**src/rtl/core/aob_pkg.sv**
```systemverilog
// Package for the ARGB over-blend unit: widths, pipeline stage types and the
// divider step function. No dependencies.
package aob_pkg;

    localparam int CH_W       = 8;
    localparam int NCH        = 3;
    localparam int PROD_W     = 2 * CH_W;
    localparam int WPROD_W    = 3 * CH_W;
    localparam int NUM_W      = PROD_W + 1;
    localparam int DIV_STEPS  = 2;
    localparam int DIV_STAGES = CH_W / DIV_STEPS;
    localparam int N_STAGES   = 3 + DIV_STAGES;

    localparam logic [CH_W-1:0] CH_MAX = {CH_W{1'b1}};

    typedef logic [CH_W-1:0] t_ch;
    typedef logic [NCH-1:0][CH_W-1:0] t_rgb;

    typedef struct packed {
        logic                          pass;
        t_ch                           src_a;
        t_rgb                          src_rgb;
        t_ch                           inv_a;
        logic [PROD_W-1:0]             wt;
        logic [NCH-1:0][PROD_W-1:0]    sp;
        logic [NCH-1:0][PROD_W-1:0]    dp;
    } t_s1;

    typedef struct packed {
        logic                          pass;
        t_ch                           src_a;
        t_rgb                          src_rgb;
        t_ch                           oa;
        logic [NCH-1:0][PROD_W-1:0]    sp;
        logic [NCH-1:0][WPROD_W-1:0]   dpw;
    } t_s2;

    typedef struct packed {
        logic                          pass;
        t_ch                           src_a;
        t_rgb                          src_rgb;
        t_ch                           oa;
        logic [NCH-1:0][NUM_W-1:0]     num;
    } t_s3;

    typedef struct packed {
        logic sat;
        t_ch  rem;
        t_ch  low;
        t_ch  quo;
    } t_lane;

    typedef struct packed {
        logic                pass;
        logic                zero;
        t_ch                 src_a;
        t_rgb                src_rgb;
        t_ch                 oa;
        t_lane [NCH-1:0]     lane;
    } t_div;

    // Runs DIV_STEPS restoring division steps on one channel.
    function automatic t_lane div_lane_stage(t_lane l, t_ch oa);
        t_lane         r;
        logic [CH_W:0] r9;
        r = l;
        for (int i = 0; i < DIV_STEPS; i++) begin
            r9    = {r.rem, r.low[CH_W-1]};
            r.low = {r.low[CH_W-2:0], 1'b0};
            if (r9 >= {1'b0, oa}) begin
                r.rem = CH_W'(r9 - {1'b0, oa});
                r.quo = {r.quo[CH_W-2:0], 1'b1};
            end else begin
                r.rem = r9[CH_W-1:0];
                r.quo = {r.quo[CH_W-2:0], 1'b0};
            end
        end
        return r;
    endfunction

endpackage

```
**src/rtl/core/aob_if.sv**
```systemverilog
// Handshake interfaces for the ARGB over-blend unit: source/destination pixel
// pair in, composited pixel out. Depends on aob_pkg.
interface aob_pix_if import aob_pkg::*; ();
    logic valid;
    logic ready;
    t_ch  src_alpha;
    t_ch  src_red;
    t_ch  src_green;
    t_ch  src_blue;
    t_ch  dst_alpha;
    t_ch  dst_red;
    t_ch  dst_green;
    t_ch  dst_blue;

    modport source (
        output valid, src_alpha, src_red, src_green, src_blue,
        output dst_alpha, dst_red, dst_green, dst_blue,
        input  ready
    );
    modport sink (
        input  valid, src_alpha, src_red, src_green, src_blue,
        input  dst_alpha, dst_red, dst_green, dst_blue,
        output ready
    );
endinterface

interface aob_res_if import aob_pkg::*; ();
    logic valid;
    logic ready;
    t_ch  out_alpha;
    t_ch  out_red;
    t_ch  out_green;
    t_ch  out_blue;

    modport source (
        output valid, out_alpha, out_red, out_green, out_blue,
        input  ready
    );
    modport sink (
        input  valid, out_alpha, out_red, out_green, out_blue,
        output ready
    );
endinterface

```
**src/rtl/core/argb_alpha_over_blend_unit.sv**
```systemverilog
// A pixel accepted on i_pix passes r_s1, r_s2, r_s3 and r_d on its way to o_res.
// Throughput: one pixel per cycle; the seven-stage pipeline (three multiply
// and add stages, four radix-2 divider stages of two steps each) stalls as a
// whole while the output transaction waits.
// Reset clears only the stage valid bits. Depends on aob_pkg and aob_if.
module argb_alpha_over_blend_unit import aob_pkg::*; (
    input  logic         i_clk,
    input  logic         i_rst_n,
    aob_pix_if.sink      i_pix,
    aob_res_if.source    o_res
);

    logic [N_STAGES-1:0]   r_vld;
    logic [N_STAGES-1:0]   n_vld;
    logic                  en;

    t_s1                   r_s1, n_s1;
    t_s2                   r_s2, n_s2;
    t_s3                   r_s3, n_s3;
    t_div [DIV_STAGES-1:0] r_d,  n_d;

    logic [NUM_W-1:0]      wt_rnd;
    logic [CH_W:0]         dw;
    logic [CH_W+1:0]       oa_sum;
    t_rgb                  src_in;
    t_rgb                  dst_in;
    t_div                  d_init;
    t_div                  d_last;

    assign en          = !r_vld[N_STAGES-1] || o_res.ready;
    assign i_pix.ready = en;
    assign n_vld       = {r_vld[N_STAGES-2:0], i_pix.valid};

    assign src_in = {i_pix.src_blue, i_pix.src_green, i_pix.src_red};
    assign dst_in = {i_pix.dst_blue, i_pix.dst_green, i_pix.dst_red};

    always_comb begin
        n_s1.pass    = (i_pix.dst_alpha == '0);
        n_s1.src_a   = i_pix.src_alpha;
        n_s1.src_rgb = src_in;
        n_s1.inv_a   = CH_MAX - i_pix.src_alpha;
        n_s1.wt      = PROD_W'(i_pix.dst_alpha) * PROD_W'(CH_MAX - i_pix.src_alpha);
        for (int c = 0; c < NCH; c++) begin
            n_s1.sp[c] = PROD_W'(src_in[c]) * PROD_W'(i_pix.src_alpha);
            n_s1.dp[c] = PROD_W'(dst_in[c]) * PROD_W'(i_pix.dst_alpha);
        end
    end

    always_comb begin
        wt_rnd       = {1'b0, r_s1.wt} + NUM_W'(CH_MAX);
        dw           = wt_rnd[NUM_W-1:CH_W];
        oa_sum       = {2'b00, r_s1.src_a} + {1'b0, dw};
        n_s2.pass    = r_s1.pass;
        n_s2.src_a   = r_s1.src_a;
        n_s2.src_rgb = r_s1.src_rgb;
        n_s2.oa      = (oa_sum > {2'b00, CH_MAX}) ? CH_MAX : oa_sum[CH_W-1:0];
        n_s2.sp      = r_s1.sp;
        for (int c = 0; c < NCH; c++) begin
            n_s2.dpw[c] = WPROD_W'(r_s1.dp[c]) * WPROD_W'(r_s1.inv_a);
        end
    end

    always_comb begin
        n_s3.pass    = r_s2.pass;
        n_s3.src_a   = r_s2.src_a;
        n_s3.src_rgb = r_s2.src_rgb;
        n_s3.oa      = r_s2.oa;
        for (int c = 0; c < NCH; c++) begin
            n_s3.num[c] = NUM_W'({1'b0, r_s2.sp[c]}
                        + NUM_W'(({1'b0, r_s2.dpw[c]} + (WPROD_W+1)'(CH_MAX)) >> CH_W));
        end
    end

    always_comb begin
        d_init.pass    = r_s3.pass;
        d_init.zero    = (r_s3.oa == '0);
        d_init.src_a   = r_s3.src_a;
        d_init.src_rgb = r_s3.src_rgb;
        d_init.oa      = r_s3.oa;
        for (int c = 0; c < NCH; c++) begin
            d_init.lane[c].sat = (r_s3.num[c][NUM_W-1:CH_W] >= {1'b0, r_s3.oa});
            d_init.lane[c].rem = r_s3.num[c][PROD_W-1:CH_W];
            d_init.lane[c].low = r_s3.num[c][CH_W-1:0];
            d_init.lane[c].quo = '0;
        end
        for (int k = 0; k < DIV_STAGES; k++) begin
            n_d[k] = (k == 0) ? d_init : r_d[(k == 0) ? 0 : k - 1];
            for (int c = 0; c < NCH; c++) begin
                n_d[k].lane[c] = div_lane_stage(n_d[k].lane[c], n_d[k].oa);
            end
        end
    end

    always_ff @(posedge i_clk) begin
        if (!i_rst_n) begin
            r_vld <= '0;
        end else if (en) begin
            r_vld <= n_vld;
        end
    end

    always_ff @(posedge i_clk) begin
        if (en) begin
            r_s1 <= n_s1;
            r_s2 <= n_s2;
            r_s3 <= n_s3;
            r_d  <= n_d;
        end
    end

    assign d_last      = r_d[DIV_STAGES-1];
    assign o_res.valid = r_vld[N_STAGES-1];

    always_comb begin
        if (d_last.pass) begin
            o_res.out_alpha = d_last.src_a;
            o_res.out_red   = d_last.src_rgb[0];
            o_res.out_green = d_last.src_rgb[1];
            o_res.out_blue  = d_last.src_rgb[2];
        end else if (d_last.zero) begin
            o_res.out_alpha = '0;
            o_res.out_red   = '0;
            o_res.out_green = '0;
            o_res.out_blue  = '0;
        end else begin
            o_res.out_alpha = d_last.oa;
            o_res.out_red   = d_last.lane[0].sat ? CH_MAX : d_last.lane[0].quo;
            o_res.out_green = d_last.lane[1].sat ? CH_MAX : d_last.lane[1].quo;
            o_res.out_blue  = d_last.lane[2].sat ? CH_MAX : d_last.lane[2].quo;
        end
    end

    a_oa_nonzero: assert property (@(posedge i_clk) disable iff (!i_rst_n)
        r_vld[2] && !r_s3.pass |-> r_s3.oa != '0)
        else $error("Output alpha is zero for a non-empty destination.");

    a_rem_bound: assert property (@(posedge i_clk) disable iff (!i_rst_n)
        r_vld[N_STAGES-1] && !d_last.pass && !d_last.lane[0].sat
        |-> d_last.lane[0].rem < d_last.oa)
        else $error("Divider remainder is not below the divisor.");

    a_advance: assert property (@(posedge i_clk) disable iff (!i_rst_n)
        en && r_vld[1] |=> r_vld[2])
        else $error("A transaction was lost between pipeline stages.");

endmodule
```
**src/flat_wrapper.sv**
```systemverilog
// flat-port wrapper written by rule: the top's interface ports become plain ports
module argb_alpha_over_blend_unit_flat import aob_pkg::*;
  (i_clk, i_rst_n, i_pix_valid, i_pix_src_alpha, i_pix_src_red, i_pix_src_green, i_pix_src_blue, i_pix_dst_alpha, i_pix_dst_red, i_pix_dst_green, i_pix_dst_blue, i_pix_ready, o_res_valid, o_res_out_alpha, o_res_out_red, o_res_out_green, o_res_out_blue, o_res_ready);
  aob_pix_if i_pix_i ();
  aob_res_if o_res_i ();
  input  logic i_clk;
  input  logic i_rst_n;
  input wire logic [$bits(i_pix_i.valid)-1:0] i_pix_valid;
  input wire logic [$bits(i_pix_i.src_alpha)-1:0] i_pix_src_alpha;
  input wire logic [$bits(i_pix_i.src_red)-1:0] i_pix_src_red;
  input wire logic [$bits(i_pix_i.src_green)-1:0] i_pix_src_green;
  input wire logic [$bits(i_pix_i.src_blue)-1:0] i_pix_src_blue;
  input wire logic [$bits(i_pix_i.dst_alpha)-1:0] i_pix_dst_alpha;
  input wire logic [$bits(i_pix_i.dst_red)-1:0] i_pix_dst_red;
  input wire logic [$bits(i_pix_i.dst_green)-1:0] i_pix_dst_green;
  input wire logic [$bits(i_pix_i.dst_blue)-1:0] i_pix_dst_blue;
  output wire logic [$bits(i_pix_i.ready)-1:0] i_pix_ready;
  output wire logic [$bits(o_res_i.valid)-1:0] o_res_valid;
  output wire logic [$bits(o_res_i.out_alpha)-1:0] o_res_out_alpha;
  output wire logic [$bits(o_res_i.out_red)-1:0] o_res_out_red;
  output wire logic [$bits(o_res_i.out_green)-1:0] o_res_out_green;
  output wire logic [$bits(o_res_i.out_blue)-1:0] o_res_out_blue;
  input wire logic [$bits(o_res_i.ready)-1:0] o_res_ready;
  assign i_pix_i.valid = i_pix_valid;
  assign i_pix_i.src_alpha = i_pix_src_alpha;
  assign i_pix_i.src_red = i_pix_src_red;
  assign i_pix_i.src_green = i_pix_src_green;
  assign i_pix_i.src_blue = i_pix_src_blue;
  assign i_pix_i.dst_alpha = i_pix_dst_alpha;
  assign i_pix_i.dst_red = i_pix_dst_red;
  assign i_pix_i.dst_green = i_pix_dst_green;
  assign i_pix_i.dst_blue = i_pix_dst_blue;
  assign i_pix_ready = i_pix_i.ready;
  assign o_res_valid = o_res_i.valid;
  assign o_res_out_alpha = o_res_i.out_alpha;
  assign o_res_out_red = o_res_i.out_red;
  assign o_res_out_green = o_res_i.out_green;
  assign o_res_out_blue = o_res_i.out_blue;
  assign o_res_i.ready = o_res_ready;
  argb_alpha_over_blend_unit u_core (.i_clk(i_clk), .i_rst_n(i_rst_n), .i_pix(i_pix_i), .o_res(o_res_i));
endmodule
```
**config.mk**
```make
export PLATFORM = sky130hd
export DESIGN_NAME = argb_alpha_over_blend_unit_flat
export DESIGN_NICKNAME = d
export VERILOG_FILES = /design/src/rtl/core/aob_pkg.sv /design/src/rtl/core/aob_if.sv /design/src/rtl/core/argb_alpha_over_blend_unit.sv /design/src/flat_wrapper.sv
export SDC_FILE = /design/constraint.sdc
export NUM_CORES = 2
export LEC_CHECK = 0
export BUFFER_PORTS_ARGS = -buffer_cell sky130_fd_sc_hd__buf_4
export CAP_MARGIN = 20
export CORE_MARGIN = 2
export CORE_UTILIZATION = 50
export DETAILED_ROUTE_END_ITERATION = 7
export GPL_ROUTABILITY_DRIVEN = 1
export PLACE_DENSITY_LB_ADDON = 0.2
export SYNTH_ARGS = -nofsm -noshare
export SYNTH_HDL_FRONTEND = slang
export SYNTH_SLANG_ARGS = --single-unit
```
**constraint.sdc**
```tcl
create_clock -name i_clk -period 41.3 [get_ports i_clk]
set_input_delay 12.39 -clock i_clk [delete_from_list [all_inputs] [get_ports i_clk]]
set_output_delay 12.39 -clock i_clk [all_outputs]
set_load 0.01 [all_outputs]
```
# Word-level counts from Yosys, hierarchy flattened
# Cells that the tools add are included.
classes:
  mux: 56
  n_addsub: 31
  magnitude_cmp: 28
  reduce_logical: 4
  mul: 10
op_table:
  columns: ["op", "count"]
  rows:
  - ["two-way mux 8 bit", 32]
  - ["greater-or-equal comparator 9 x 8 -> 1 bit", 27]
  - ["subtractor 8 bit", 21]
  - ["multiplier 8 x 8 -> 16 bit", 6]
  - ["adder 24 x 8 -> 25 bit (second input constant)", 3]
  - ["multiplier 16 x 8 -> 24 bit", 3]
  - ["adder 16 x 17 -> 17 bit", 3]
  - ["two-way mux 1 bit", 24]
  - ["adder 16 x 8 -> 17 bit (second input constant)", 1]
  - ["logical NOT 8 bit", 2]
  - ["multiplier 8 x 16 -> 16 bit", 1]
  - ["adder 8 x 9 -> 10 bit", 1]
  - ["greater-than comparator 10 x 8 -> 1 bit (second input constant)", 1]
  - ["subtractor 8 x 8 -> 9 bit (first input constant)", 1]
  - ["subtractor 8 bit (first input constant)", 1]
  - ["logical NOT 1 bit", 1]
  - ["logical OR 1 bit", 1]
word_totals:
  wordCells: 234
  inputBits: 68
  regBits: 761
  output_inout_bits: 34

# Logic depth before layout (Yosys ltp)
logic_depth:
  ltp_word: 4
  depth_mapped: 22
  ltp_nobuf: 21

# Worst setup path before layout
# Ideal clock, no wire load.
synth_path:
  kind: "input -> output"
  startpoint: "input o_res_ready"
  endpoint: "output i_pix_ready"
  path_slack_ns: 1.715
  arrival_time_ns: 27.195
  required_ns: 28.910
  path_stages: 3
  n_path_buf: 1
  cell_sequence: "nor2b_1 > clkbuf_1 > inv_1"
synth_between:
  elab_chain_cells: 1
synth_rtl:
  columns: ["element", "line", "source"]
  rows:
  - ["from (decl)", "flat_wrapper.sv:23", "input wire logic [$bits(o_res_i.ready)-1:0] o_res_ready;"]
  - ["logical OR 1 bit", "argb_alpha_over_blend_unit.sv:30", "assign en = !r_vld[N_STAGES-1] || o_res.ready;"]
  - ["to (decl)", "flat_wrapper.sv:17", "output wire logic [$bits(i_pix_i.ready)-1:0] i_pix_ready;"]
# Every way passes these cells.

# Worst setup path after layout
# Ends and elaborated chain as after synthesis.

==> results summary <==
The flow ran to the end, and the final reports show no timing, DRC or antenna violations. The relative slew slack came out at 36.3%. The number of buffer cells added on primary ports came out at between 100 and 150. Counting distinct cell types in the post-synthesis netlist gives 75. In this run the clock root is driven by a clkbuf_16.

The maximum frequency from static timing analysis is about 0.038 GHz. The worst register-to-register path begins at u_core.n_d[193]$_DFFE_PP_. At the worst endpoint, the arrival time is around 14 ns. Of the synthesized area, sequential elements account for approximately 37%. The via density per instance is between 5 and 6. The biggest area contributor in the post-synthesis netlist is edfxtp_1. Setup repair after global routing left no endpoint under its margin. The remaining design rule violation count came out at 0. The die outline height is about 360 microns. The worst-path maximum fanout is 48. The detailed-route wire length came out at 125000 microns. The first TritonRoute pass finished after 5 iterations.

The type of the worst setup path is in -> out. The min-delay analysis places its worst path in the category reg -> reg. The routed length per placed instance came out at 16.8 microns. The final critical delay including setup and external delays is 26.14 ns. At the pin with the least slew margin, the transition time is 0.956 ns. By count the netlist is led by inv_1, edfxtp_1, ha_1. The maximum buffer depth of the clock tree came out at 3. The accumulated negative setup slack came out at 0 ns.

The number of DRC markers after the initial detailed-route iteration is between 2000 and 2500. The count of maximum capacitance violations came out at 0. The total routing resource utilization after global routing is 20.2%. Summed over its instances, the top area cell type makes up a little over a third of the synthesized netlist area.

The synthesized net count came out at 6897. The post-layout net count is around 7000. Counting the buffers created by CTS gives 82. The core outline area came out at between 100000 and 150000 sq um. The total vias in the final route came out at around 39000.

The area growth from synthesis to layout is 8.49%. The most frequent cell after synthesis is inv_1. The final max-slew violation count is 0.

TritonCTS built the clock tree. CTS saw about 760 sinks. Clock latency on the worst-skew pair, taken at its later pin, is between 0.6 and 0.7 ns.

The total overflow left after global routing is 0. The die outline width came out at 356 microns. At the end of routability-driven placement, the weighted congestion stood at 0.844. After filler insertion, the fill cell instance count of the layout stands at 10700.

The slowest stage of the critical path belongs to the cell nor2b_1. The final hold violation count is 0. The startpoint identified for the worst hold timing path is u_core.n_d[464]$_DFFE_PP_. The depth of the worst register-to-register path came out at 19. The clock arrives with 0.0432 ns of skew.

The starting density of the core is 50.3%. Among all flip-flop cells after synthesis, the most frequent one is edfxtp_1. The final-report setup violation count is 0. For this design the top-level I/O count stands at around 100. Sorting the synthesized cells by area gives the leading types as edfxtp_1, fa_1, ha_1. The average cell area after synthesis came out at between 10 and 15 sq um.

The critical path starts at o_res_ready. The global-route wire length before repair came out at roughly 210000 microns. The portion of the clock cycle consumed by the worst path in the final layout is 63.3%. The row count came out at roughly 130. The number of setup buffers added after CTS is 0. Yosys mapped a number of flops with a built-in enable equal to roughly 750. In this run the remaining antenna-violating nets after routing total 0. The count of mapped cells out of synthesis is roughly 5600.

The maximum number of pins on one net before global-route repair is between 150 and 200. Once layout is complete, the utilization of the core stands at between 50% and 60%. Following the worst setup path forward leads to its endpoint at i_pix_ready. The number of synthesized register bits is 761. The startpoint type of the worst setup path is an input port. Summing every instance area after synthesis gives around 62000 sq um. The wire-length estimate of the detail-placed layout is ~95000 microns. The critical path goes through buf_4, nor2b_1, inv_8, buf_4. The total die area is ~130000 sq um. The worst setup path is captured at an output pin. The number of resized instances in the post-cts repair step came out at 0. The fraction of final layout cells sized beyond drive strength 1 is roughly 6.6%. The peak per-stage delay on the critical path came out at 0.61 ns. The initial antenna violation count came out at 1. The number of global-route vias before repair came out at roughly 40000. The count of synthesis-stage warnings from yosys came out at 0. The internal reg-to-reg setup slack came out at around 35 ns. The deepest level of the CTS H-tree is 3. The number of hold buffers added after CTS is 0. The most common cell type on the critical path is buf_4. The clock-pin transition on the worst setup and hold timing paths came out at ~0.060 ns. The endpoint identified for the worst register-to-register timing path is u_core.r_d[190]$_DFFE_PP_. The proportion of synthesized flip-flops having asynchronous set or reset is 0%. The required time at the worst-slack endpoint came out at slightly below 30 ns.
## how the worst min path moves through the flow
stage	endpoint	slack, ns	cells past startpoint
global placement	u_core.d_init[104]$_DFFE_PP_	0.40	0
floorplan	u_core.d_init[100]$_DFFE_PP_	0.40	0
finish	u_core.d_last[113]$_DFFE_PP_	0.40	0
global route	u_core.d_last[56]$_DFFE_PP_	0.41	0
detailed placement	u_core.d_init[110]$_DFFE_PP_	0.40	0
CTS	u_core.d_last[113]$_DFFE_PP_	0.41	0
## flip-flops by register name (all words and copies together), names as in the netlist
signal and count:
u_core.d_init 89, u_core.d_last 69, u_core.n_d 153, u_core.n_s2 81
u_core.n_s3 41, u_core.r_d 126, u_core.r_s1 72, u_core.r_s2 120
u_core.r_s3 3, u_core.r_vld 7
## kinds of logic (layout without fill, tap and decap cells)
kind of cell             after synthesis  count (layout)  share of synthesized area (%)
flip-flops                           761             761                           36.7
AND/OR/NAND/NOR                     1595            1595                           13.0
adder cells (fa/ha/maj)             1185            1185                           30.3
buffers and inverters                976            1129                           5.91
XOR/XNOR                             322             322                           4.54
multiplexers                         112             112                           1.99
AO/OA/AOI/OAI                        693             693                           7.55
other                                  0               2                              0
## cells in the final DEF, fill, tap and decap left out, types with 14 or more instances in the layout
master	count
inv_1	852
edfxtp_1	754
ha_1	656
fa_1	529
and2_1	522
nand2_1	502
xnor2_1	234
nor2_1	212
a21oi_1	188
o21ai_0	125
buf_4	123
mux2_2	91
nor2b_1	88
xor2_1	88
clkbuf_16	82
nand3_1	74
a21o_1	69
nor3_1	39
o31ai_1	38
o21ai_1	37
and3_1	37
o21bai_1	36
nand2b_1	31
o21a_1	29
nand4_1	25
a31oi_1	23
a21boi_0	22
mux2i_1	19
clkinv_1	18
or3_1	17
or2_2	15
a21boi_1	14
o2111ai_1	14
## through the flow
| step | instance area, sq um | cells | hold WS [ns] | worst slack [ns] |
|---|---|---|---|---|
| global placement | 64700 | 7288 | 0.401 | 15.19 |
| global route | 67400 | 7434 | 0.414 | 15.05 |
| CTS | 67400 | 7434 | 0.411 | 15.16 |
| floorplan | 62100 | 5644 | 0.400 | 1.71 |
| finish | 67400 | 7436 | 0.405 | 15.16 |
| detailed placement | 64700 | 7288 | 0.405 | 15.16 |
## cell type report
cell class | instances | area, sq um | area share (%)
clock inverter | 53 | 609 | 0.904
clock buffer | 93 | 2090 | 3.11
antenna | 2 | 5.00 | 0.00743
inverter | 858 | 3230 | 4.79
timing repair buffer | 125 | 963 | 1.43
multi-input combinational | 3907 | 35700 | 52.9
tap | 1637 | 2050 | 3.04
sequential | 761 | 22800 | 33.8
## layer usage
metal  global-route usage, %  up-vias  share of wire, %
met2                    33.7      636                48
met3                    2.43      194               3.6
li1                        -    19100                 -
met1                    26.6    19000                45
met4                    8.45        0               3.8
met5                       0        -                 0
## worst max-delay path, delay by kind of cell
family / cells / cell delay, ns
and+or+nand+nor: 1 / 0.61
buffers and inverters: 3 / 0.67
Power is not shown: default switching activity piles up to over one toggle a cycle in this logic, so the estimate is an artifact.
